==> config.mk <==
export PLATFORM = sky130hd
export DESIGN_NAME = zero_phase_first_order_filter
export DESIGN_NICKNAME = d
export VERILOG_FILES = /design/src/design/zpf_pkg.sv /design/src/design/zpf_datapath.sv /design/src/design/zpf_ctrl.sv /design/src/design/zero_phase_first_order_filter.sv
export SDC_FILE = /design/constraint.sdc
export NUM_CORES = 2
export LEC_CHECK = 0
export BUFFER_PORTS_ARGS = -buffer_cell sky130_fd_sc_hd__clkbuf_2
export CORE_MARGIN = 2
export CORE_UTILIZATION = 60
export CTS_CLUSTER_DIAMETER = 120
export CTS_CLUSTER_SIZE = 20
export DETAILED_ROUTE_END_ITERATION = 16
export HOLD_SLACK_MARGIN = 0.02
export PLACE_DENSITY_LB_ADDON = 0.08
export SETUP_SLACK_MARGIN = 0.1
export SLEW_MARGIN = 10
export SYNTH_ARGS = -nofsm -noshare
export SYNTH_HDL_FRONTEND = slang
export SYNTH_HIERARCHICAL = 1
export SYNTH_SLANG_ARGS = --single-unit
==> constraint.sdc <==
create_clock -name i_clk -period 11.9 [get_ports i_clk]
set_input_delay 0.595 -clock i_clk [delete_from_list [all_inputs] [get_ports i_clk]]
set_output_delay 0.595 -clock i_clk [all_outputs]
set_load 0.005 [all_outputs]
==> src/design/zpf_pkg.sv <==
// ----------------------------------------------------------------------------
// zpf_pkg
// Shared types and constants for the zero-phase first-order filter.
// ----------------------------------------------------------------------------
`default_nettype none

package zpf_pkg;

    // Sample and arithmetic widths
    localparam int SAMPLE_BITS = 16;
    localparam int FRAC_BITS   = 8;
    localparam int COEFF_BITS  = 16;
    localparam int ACC_BITS    = SAMPLE_BITS + FRAC_BITS;

    // Block buffer
    localparam int MAX_SAMPLES = 64;
    localparam int ADDR_BITS   = $clog2(MAX_SAMPLES);
    localparam int CNT_BITS    = $clog2(MAX_SAMPLES + 1);

    // Configuration register map
    localparam int CFG_IDX_BITS  = 1;
    localparam int CFG_DATA_BITS = COEFF_BITS;
    localparam logic [CFG_IDX_BITS-1:0] REG_FILTER_MODE     = 1'b0;
    localparam logic [CFG_IDX_BITS-1:0] REG_SMOOTHING_COEFF = 1'b1;
    localparam logic [COEFF_BITS-1:0]   COEFF_RESET         = 16'h8000;

    typedef logic [ADDR_BITS-1:0] t_addr;
    typedef logic [CNT_BITS-1:0]  t_cnt;

    // Sequencer states
    typedef enum logic [3:0] {
        ST_LOAD,
        ST_SEED_RD,
        ST_SEED_LD,
        ST_RD,
        ST_MUL,
        ST_UPD,
        ST_WR,
        ST_EM_RD,
        ST_EM_WAIT
    } t_state;

    // Commands from the controller to the datapath
    typedef struct packed {
        logic  mem_we;
        logic  wr_result;   // 1: write pass result, 0: write input sample
        t_addr mem_addr;
        logic  rd_en;
        logic  seed_ld;
        logic  mul_en;
        logic  upd_en;
    } t_cmd;

endpackage

`default_nettype wire

==> src/design/zpf_datapath.sv <==
// ----------------------------------------------------------------------------
// zpf_datapath
// Sample buffer, configuration registers and the smoother arithmetic:
// multiply, round, saturate, and the per-pass result.
// ----------------------------------------------------------------------------
`default_nettype none

module zpf_datapath (
    input  wire logic                                   i_clk,
    input  wire logic                                   i_rst_n,
    input  wire zpf_pkg::t_cmd                          i_cmd,
    input  wire logic signed [zpf_pkg::SAMPLE_BITS-1:0] i_sample_in,
    input  wire logic                                   i_cfg_we,
    input  wire logic [zpf_pkg::CFG_IDX_BITS-1:0]       i_cfg_idx,
    input  wire logic [zpf_pkg::CFG_DATA_BITS-1:0]      i_cfg_data,
    output logic signed [zpf_pkg::SAMPLE_BITS-1:0]      o_sample_out
);

    localparam int SB   = zpf_pkg::SAMPLE_BITS;
    localparam int FB   = zpf_pkg::FRAC_BITS;
    localparam int CB   = zpf_pkg::COEFF_BITS;
    localparam int AB   = zpf_pkg::ACC_BITS;
    localparam int DB   = AB + 1;            // difference width
    localparam int PB   = DB + CB + 1;       // product width
    localparam int STB  = PB - CB;           // step width
    localparam int SUMB = STB + 1;           // x + step width
    localparam int VB   = AB + 2;            // pass value width
    localparam int QB   = VB - FB;           // rounded pass value width

    // Configuration registers
    logic          r_mode;
    logic [CB-1:0] r_coeff;

    always_ff @(posedge i_clk) begin
        if (!i_rst_n) begin
            r_mode  <= 1'b0;
            r_coeff <= zpf_pkg::COEFF_RESET;
        end else if (i_cfg_we) begin
            unique case (i_cfg_idx)
                zpf_pkg::REG_FILTER_MODE:     r_mode  <= i_cfg_data[0];
                zpf_pkg::REG_SMOOTHING_COEFF: r_coeff <= i_cfg_data[CB-1:0];
                default: ;
            endcase
        end
    end

    // Sample buffer, registered read
    logic [SB-1:0] r_mem [zpf_pkg::MAX_SAMPLES];
    logic [SB-1:0] r_rd_data;
    logic [SB-1:0] w_wr_data;

    always_ff @(posedge i_clk) begin
        if (i_cmd.mem_we) begin
            r_mem[i_cmd.mem_addr] <= w_wr_data;
        end
        if (i_cmd.rd_en) begin
            r_rd_data <= r_mem[i_cmd.mem_addr];
        end
    end

    // Sample lifted to Q.8 and the difference to the smoother
    logic signed [AB-1:0] w_s_q8;
    logic signed [AB-1:0] r_x;
    logic signed [DB-1:0] w_diff;
    logic signed [PB-1:0] w_prod;
    logic signed [PB-1:0] r_prod;

    assign w_s_q8 = {r_rd_data, {FB{1'b0}}};
    assign w_diff = DB'(w_s_q8) - DB'(r_x);
    assign w_prod = $signed({1'b0, r_coeff}) * w_diff;

    // Round half up, add, saturate to the state width
    logic signed [PB-1:0]   w_prod_rnd;
    logic signed [STB-1:0]  w_step;
    logic signed [SUMB-1:0] w_sum;
    logic signed [AB-1:0]   w_x_sat;

    assign w_prod_rnd = r_prod + PB'(1 << (CB - 1));
    assign w_step     = w_prod_rnd[PB-1:CB];
    assign w_sum      = SUMB'(r_x) + SUMB'(w_step);

    always_comb begin
        if (!w_sum[SUMB-1] && (w_sum[SUMB-2:AB-1] != '0)) begin
            w_x_sat = {1'b0, {(AB-1){1'b1}}};
        end else if (w_sum[SUMB-1] && (w_sum[SUMB-2:AB-1] != '1)) begin
            w_x_sat = {1'b1, {(AB-1){1'b0}}};
        end else begin
            w_x_sat = w_sum[AB-1:0];
        end
    end

    // Smoother state: seed, multiply stage, update
    always_ff @(posedge i_clk) begin
        if (!i_rst_n) begin
            r_x <= '0;
        end else if (i_cmd.seed_ld) begin
            r_x <= w_s_q8;
        end else if (i_cmd.upd_en) begin
            r_x <= w_x_sat;
        end
    end

    always_ff @(posedge i_clk) begin
        if (i_cmd.mul_en) begin
            r_prod <= w_prod;
        end
    end

    // Pass result: smoothed value or sample minus smoothed, rounded and saturated
    logic signed [VB-1:0] w_pass_v;
    logic signed [VB-1:0] w_pass_rnd;
    logic signed [QB-1:0] w_pass_q;
    logic signed [SB-1:0] w_pass_sat;

    assign w_pass_v   = r_mode ? (VB'(w_s_q8) - VB'(r_x)) : VB'(r_x);
    assign w_pass_rnd = w_pass_v + VB'(1 << (FB - 1));
    assign w_pass_q   = w_pass_rnd[VB-1:FB];

    always_comb begin
        if (!w_pass_q[QB-1] && (w_pass_q[QB-2:SB-1] != '0)) begin
            w_pass_sat = {1'b0, {(SB-1){1'b1}}};
        end else if (w_pass_q[QB-1] && (w_pass_q[QB-2:SB-1] != '1)) begin
            w_pass_sat = {1'b1, {(SB-1){1'b0}}};
        end else begin
            w_pass_sat = w_pass_q[SB-1:0];
        end
    end

    assign w_wr_data    = i_cmd.wr_result ? w_pass_sat : i_sample_in;
    assign o_sample_out = r_rd_data;

endmodule

`default_nettype wire

==> src/design/zpf_ctrl.sv <==
// ----------------------------------------------------------------------------
// zpf_ctrl
// Sequencer: loads the block, steps the forward and backward passes over
// the buffer, and emits the filtered block in order.
// ----------------------------------------------------------------------------
`default_nettype none

module zpf_ctrl (
    input  wire logic           i_clk,
    input  wire logic           i_rst_n,
    input  wire logic           i_in_valid,
    input  wire logic           i_is_last,
    input  wire logic           i_out_ready,
    output logic                o_in_ready,
    output logic                o_out_valid,
    output logic                o_end_of_block,
    output zpf_pkg::t_cmd       o_cmd
);

    zpf_pkg::t_state r_state, n_state;
    zpf_pkg::t_addr  r_idx, n_idx;
    zpf_pkg::t_cnt   r_cnt, n_cnt;
    logic            r_dir, n_dir;      // 0: forward pass, 1: backward pass

    logic            w_accept;
    logic            w_full;
    zpf_pkg::t_cnt   w_cnt_dec;
    zpf_pkg::t_addr  w_last;
    logic            w_pass_done;

    assign w_accept    = i_in_valid && (r_state == zpf_pkg::ST_LOAD);
    assign w_full      = (r_cnt == zpf_pkg::CNT_BITS'(zpf_pkg::MAX_SAMPLES));
    assign w_cnt_dec   = r_cnt - 1'b1;
    assign w_last      = w_cnt_dec[zpf_pkg::ADDR_BITS-1:0];
    assign w_pass_done = r_dir ? (r_idx == '0) : (r_idx == w_last);

    always_ff @(posedge i_clk) begin
        if (!i_rst_n) begin
            r_state <= zpf_pkg::ST_LOAD;
            r_idx   <= '0;
            r_cnt   <= '0;
            r_dir   <= 1'b0;
        end else begin
            r_state <= n_state;
            r_idx   <= n_idx;
            r_cnt   <= n_cnt;
            r_dir   <= n_dir;
        end
    end

    // Next state and counters
    always_comb begin
        n_state = r_state;
        n_idx   = r_idx;
        n_cnt   = r_cnt;
        n_dir   = r_dir;
        unique case (r_state)
            zpf_pkg::ST_LOAD: begin
                if (w_accept) begin
                    if (!w_full) begin
                        n_cnt = r_cnt + 1'b1;
                    end
                    // the last item is stored first, so a block is never empty
                    if (i_is_last) begin
                        n_dir   = 1'b0;
                        n_state = zpf_pkg::ST_SEED_RD;
                    end
                end
            end
            zpf_pkg::ST_SEED_RD: begin
                n_idx   = r_dir ? w_last : '0;
                n_state = zpf_pkg::ST_SEED_LD;
            end
            zpf_pkg::ST_SEED_LD: n_state = zpf_pkg::ST_RD;
            zpf_pkg::ST_RD:      n_state = zpf_pkg::ST_MUL;
            zpf_pkg::ST_MUL:     n_state = zpf_pkg::ST_UPD;
            zpf_pkg::ST_UPD:     n_state = zpf_pkg::ST_WR;
            zpf_pkg::ST_WR: begin
                if (w_pass_done) begin
                    if (!r_dir) begin
                        n_dir   = 1'b1;
                        n_state = zpf_pkg::ST_SEED_RD;
                    end else begin
                        n_idx   = '0;
                        n_state = zpf_pkg::ST_EM_RD;
                    end
                end else begin
                    n_idx   = r_dir ? (r_idx - 1'b1) : (r_idx + 1'b1);
                    n_state = zpf_pkg::ST_RD;
                end
            end
            zpf_pkg::ST_EM_RD: n_state = zpf_pkg::ST_EM_WAIT;
            zpf_pkg::ST_EM_WAIT: begin
                if (i_out_ready) begin
                    if (r_idx == w_last) begin
                        n_cnt   = '0;
                        n_state = zpf_pkg::ST_LOAD;
                    end else begin
                        n_idx   = r_idx + 1'b1;
                        n_state = zpf_pkg::ST_EM_RD;
                    end
                end
            end
            default: n_state = zpf_pkg::ST_LOAD;
        endcase
    end

    // Datapath commands and handshake outputs
    always_comb begin
        o_cmd          = '0;
        o_in_ready     = 1'b0;
        o_out_valid    = 1'b0;
        o_end_of_block = 1'b0;
        o_cmd.mem_addr = r_idx;
        unique case (r_state)
            zpf_pkg::ST_LOAD: begin
                o_in_ready     = 1'b1;
                o_cmd.mem_addr = r_cnt[zpf_pkg::ADDR_BITS-1:0];
                o_cmd.mem_we   = w_accept && !w_full;
            end
            zpf_pkg::ST_SEED_RD: begin
                o_cmd.mem_addr = r_dir ? w_last : '0;
                o_cmd.rd_en    = 1'b1;
            end
            zpf_pkg::ST_SEED_LD: o_cmd.seed_ld = 1'b1;
            zpf_pkg::ST_RD:      o_cmd.rd_en   = 1'b1;
            zpf_pkg::ST_MUL:     o_cmd.mul_en  = 1'b1;
            zpf_pkg::ST_UPD:     o_cmd.upd_en  = 1'b1;
            zpf_pkg::ST_WR: begin
                o_cmd.mem_we    = 1'b1;
                o_cmd.wr_result = 1'b1;
            end
            zpf_pkg::ST_EM_RD:   o_cmd.rd_en   = 1'b1;
            zpf_pkg::ST_EM_WAIT: begin
                o_out_valid    = 1'b1;
                o_end_of_block = (r_idx == w_last);
            end
            default: ;
        endcase
    end

endmodule

`default_nettype wire

==> src/design/zero_phase_first_order_filter.sv <==
// Sequence: after the last-marked item, each pass over the n held samples first seeds
// the smoother (seed read, seed load), then steps every sample through read, multiply,
// update and write-back on the single buffer port; results are then read and shown one
// by one, each held until the output side takes it. No item is taken while a block is
// filtered.
// Reset: synchronous active low; empties the block, mode low pass, coefficient 0x8000.
// ----------------------------------------------------------------------------
// zero_phase_first_order_filter
// Forward-backward first-order smoother over a buffered block of samples,
// low or high pass, results emitted in original order.
// ----------------------------------------------------------------------------
`default_nettype none

module zero_phase_first_order_filter (
    input  wire logic                                   i_clk,
    input  wire logic                                   i_rst_n,
    input  wire logic                                   i_in_valid,
    output logic                                        o_in_ready,
    input  wire logic signed [zpf_pkg::SAMPLE_BITS-1:0] i_sample_in,
    input  wire logic                                   i_is_last,
    output logic                                        o_out_valid,
    input  wire logic                                   i_out_ready,
    output logic signed [zpf_pkg::SAMPLE_BITS-1:0]      o_sample_out,
    output logic                                        o_end_of_block,
    input  wire logic                                   i_cfg_we,
    input  wire logic [zpf_pkg::CFG_IDX_BITS-1:0]       i_cfg_idx,
    input  wire logic [zpf_pkg::CFG_DATA_BITS-1:0]      i_cfg_data
);

    zpf_pkg::t_cmd w_cmd;

    // Sequencer
    zpf_ctrl u_ctrl (
        .i_clk          (i_clk),
        .i_rst_n        (i_rst_n),
        .i_in_valid     (i_in_valid),
        .i_is_last      (i_is_last),
        .i_out_ready    (i_out_ready),
        .o_in_ready     (o_in_ready),
        .o_out_valid    (o_out_valid),
        .o_end_of_block (o_end_of_block),
        .o_cmd          (w_cmd)
    );

    // Buffer and arithmetic
    zpf_datapath u_datapath (
        .i_clk        (i_clk),
        .i_rst_n      (i_rst_n),
        .i_cmd        (w_cmd),
        .i_sample_in  (i_sample_in),
        .i_cfg_we     (i_cfg_we),
        .i_cfg_idx    (i_cfg_idx),
        .i_cfg_data   (i_cfg_data),
        .o_sample_out (o_sample_out)
    );

endmodule

`default_nettype wire

==> out/metrics.cfg <==
[pwr]
p_comb_share_pct = 23.9
p_switching_mw = 2.65
pwr-share-seq_pct = 49.8
p_total_mw = 8.91
swShare_pct = 29.8
p_int_mw = 6.26
clockPowerShare_pct = 26.3
ir_worst_vdd_v = 0.000152
cellLeakagePower_nw = 22.8
cellPowerDensity_nw_per_um2 = 140

[critical_path]
crit_family = compound AO/OA/AOI/OAI gates
crit_start = u_datapath/r_x[0]
timing.rr.end = u_datapath/r_prod[41]
cp_max_fo = 21
worstSetupPathType = flip-flop to flip-flop
endpoint_kind = flip-flop
cp-start-kind = flip-flop
cp_num_cells = 30
crit_path_top_delay_cell = dfxtp_1
reg2reg_slack_ns = 2.18
worstSetupEndpoint = u_datapath/r_prod[41]
cp_num_buf_inv = 6
slowest_delay_ns = 0.93
r2r_start = u_datapath/r_x[0]
crit_arrival_ns = 10.13
cp.required_ns = 12.31
reg2reg_depth = 30

[cells_and_area]
final-seq-area_um2 = 33200
fin_area_um2 = 63600
final_cell_mix = edfxtp_1 (1067), inv_1 (487), fa_1 (384), nand2_1 (380), a22oi_1 (315)
diodes = 0
nNetsFinal = 5128
final_common_cell = edfxtp_1
synthToLayoutAreaGrowth_pct = 7.16
drive_gt1_share_pct = 8.04
multi_input_area_um2 = 23500
fin_util_pct = 64.7
fillers = 7338

[placement]
port_buffers = 57
hpwl_um = 105000
gp_congestion = 0.922
place_area_um2 = 61700

[sta]
maxSlewHeadroom_pct = 16.3
fmax_ghz = 0.103
fin_crit_sh_pct = 81.7
rsz0062_at_grt = false
min_period_ns = 9.72
whs_ns = 0.152
finClkSkew_ns = 0.0398
drv_slew = 0
finalHoldViolCount = 0
fin_setup_tns_ns = 0
setup_viol = 0
worst_pin_slew_ns = 1.25

[yosys]
synth.area.top_cells = edfxtp_1 (54%), fa_1 (13%), a22oi_1 (4.0%)
synthCells = 4537
yosysWarnings = 6
ys_types = 101
synth_edf_count = 1067
ys_seq_area_share_pct = 56.0
synth_seq_cells = 1126
synth_ff_type = edfxtp_1
synth_nets = 5113
synth_area_um2 = 59300
synth_top_area_cell = edfxtp_1
synth.avg_cell_area_um2 = 13.1
async_flop_share_pct = 0
synth_top_area_share_pct = 54.0

[routing]
drtAntennaViolNets = 0
vias_per_cell = 6.54
drtIter0Drc = 4654
wl_per_cell_um = 27.8
num_vias = 38248
drc = 0
drt-total-wl_um = 163000
drtPass1Iterations = 5

[grt]
grt_pass1_wl_um = 243000
grt_overflow = 0
grt_max_degree = 98
grt_pass1_vias = 37645
antenna_found_initial = 2
grt_usage_pct = 32.3

[die]
die_w_um = 318
start_util_pct = 60.4
ioPinCount = 58
core_area_um2 = 98300
std_cell_rows = 115
die-area_um2 = 101000
fp.dieH_um = 318

[clocking]
path_clk_slew_ns = 0.10
cts_tree = yes
cts_resized = 0
htree_levels = 3
cts.sinks = 1126
cts_max_path_buffers = 3
clock_latency_ns = 0.67
cts-buffers-inserted = 67
root_buffer = clkbuf_16
cts_setup_buffers = 0
cts_hold_buf = 0

[run_status]
outcome = complete, no violations

[run]
cap_violations = 0

[worst_hold_path]
hp-class = input port to flip-flop

-- registers in the layout (all words and copies together) (netlist names), 4 cells and up --
| register | cells |
|---|---|
| u_datapath/r_mem | 1024 |
| u_datapath/r_prod | 27 |
| u_datapath/r_x | 24 |
| u_datapath/o_sample_out | 16 |
| u_datapath/r_coeff | 16 |
| u_ctrl/r_cnt | 7 |
| u_ctrl/r_idx | 6 |
| u_ctrl/r_state | 4 |
-- cell usage after synthesis, drive strengths merged (6+ instances only) --
| library cell | count |
|---|---|
| a211oi | 15 |
| a21boi | 29 |
| a21o | 26 |
| a21oi | 130 |
| a221oi | 103 |
| a22o | 101 |
| a22oi | 315 |
| a31oi | 114 |
| and2 | 155 |
| and3 | 23 |
| buf | 48 |
| clkbuf | 218 |
| dfxtp | 59 |
| edfxtp | 1067 |
| fa | 384 |
| ha | 153 |
| inv | 488 |
| mux2i | 10 |
| nand2 | 381 |
| nand2b | 18 |
| nand3 | 51 |
| nand4 | 48 |
| nor2 | 135 |
| nor2b | 18 |
| nor3 | 45 |
| nor3b | 8 |
| nor4 | 21 |
| o2111ai | 6 |
| o211ai | 19 |
| o21a | 9 |
| o21ai | 60 |
| o21bai | 8 |
| o221ai | 17 |
| o22ai | 9 |
| o311ai | 8 |
| o31a | 6 |
| o31ai | 10 |
| or3 | 14 |
| or3b | 6 |
| or4 | 7 |
| xnor2 | 95 |
| xor2 | 38 |
-- power groups by stage --
stage	Sequential [mW]	Clock, mW	Combinational (mW)
4_1_cts	4.44	2.36	2.13
3_5_place_dp	4.53	0	2.12
6_report	4.44	2.34	2.13
2_1_floorplan	4.52	0	1.42
5_1_grt	4.44	2.49	2.35
3_3_place_gp	4.53	0	2.08
-- kinds of logic after synthesis --
family	count (synthesis)	share of synthesized area (%)
DFF	1126	56.0
AOI/OAI and AO/OA	1018	12.7
and+or+nand+nor	953	7.97
buffers and inverters	755	4.89
adders and majority gates	540	16.2
xor gates and xnor gates	134	2.05
muxes	11	0.200
-- per-layer routing --
metal | wire (um) | share of wire (%) | vias to the layer above | GRT usage [%]
met2 | 79400 | 49 | 1894 | 53.8
met5 | 11 | 0.0068 | - | 0
met1 | 63700 | 39 | 19552 | 44.1
li1 | - | - | 16485 | -
met4 | 6030 | 3.7 | 2 | 11.4
met3 | 13600 | 8.4 | 315 | 4.27
-- worst min-delay path by stage --
stage                            endpoint       startpoint  slack [ns]  depth (start not counted)
global placement          u_ctrl/r_cnt[6]  u_ctrl/r_cnt[6]        0.47                          2
CTS                 u_datapath/r_coeff[1]    i_cfg_data[1]        0.12                          3
detailed placement        u_ctrl/r_cnt[6]  u_ctrl/r_cnt[6]        0.47                          2
global route        u_datapath/r_coeff[1]    i_cfg_data[1]        0.14                          3
floorplan                 u_ctrl/r_cnt[6]  u_ctrl/r_cnt[6]        0.45                          2
finish              u_datapath/r_coeff[1]    i_cfg_data[1]        0.15                          3
-- worst reg2reg max path, delay by kind of cell (launching register included) --
family | cells | cell delay [ns]
compound gates | 11 | 3.76
flops | 1 | 0.93
xor+xnor | 1 | 0.08
fa+ha+maj | 8 | 3.34
simple gates | 4 | 0.76
buf+inv | 6 | 0.59
-- area by class of cell --
cell class              count  area share, %
repair buffers            212           2.34
flip-flops and latches   1126           52.2
multi-input cells        2656           37.0
inverters                 489           2.89
clock inverters            11          0.283
well taps                1287           2.53
clock buffers              69           2.68
-- metrics by stage --
stage          setup slack [ns]  std cells
2_1_floorplan              3.63       4537
3_5_place_dp               2.31       5770
4_1_cts                    2.26       5850
3_3_place_gp               2.44       5770
5_1_grt                    1.63       5850
6_report                   2.18       5850
Note: power is estimated with default switching activity, not from simulation.
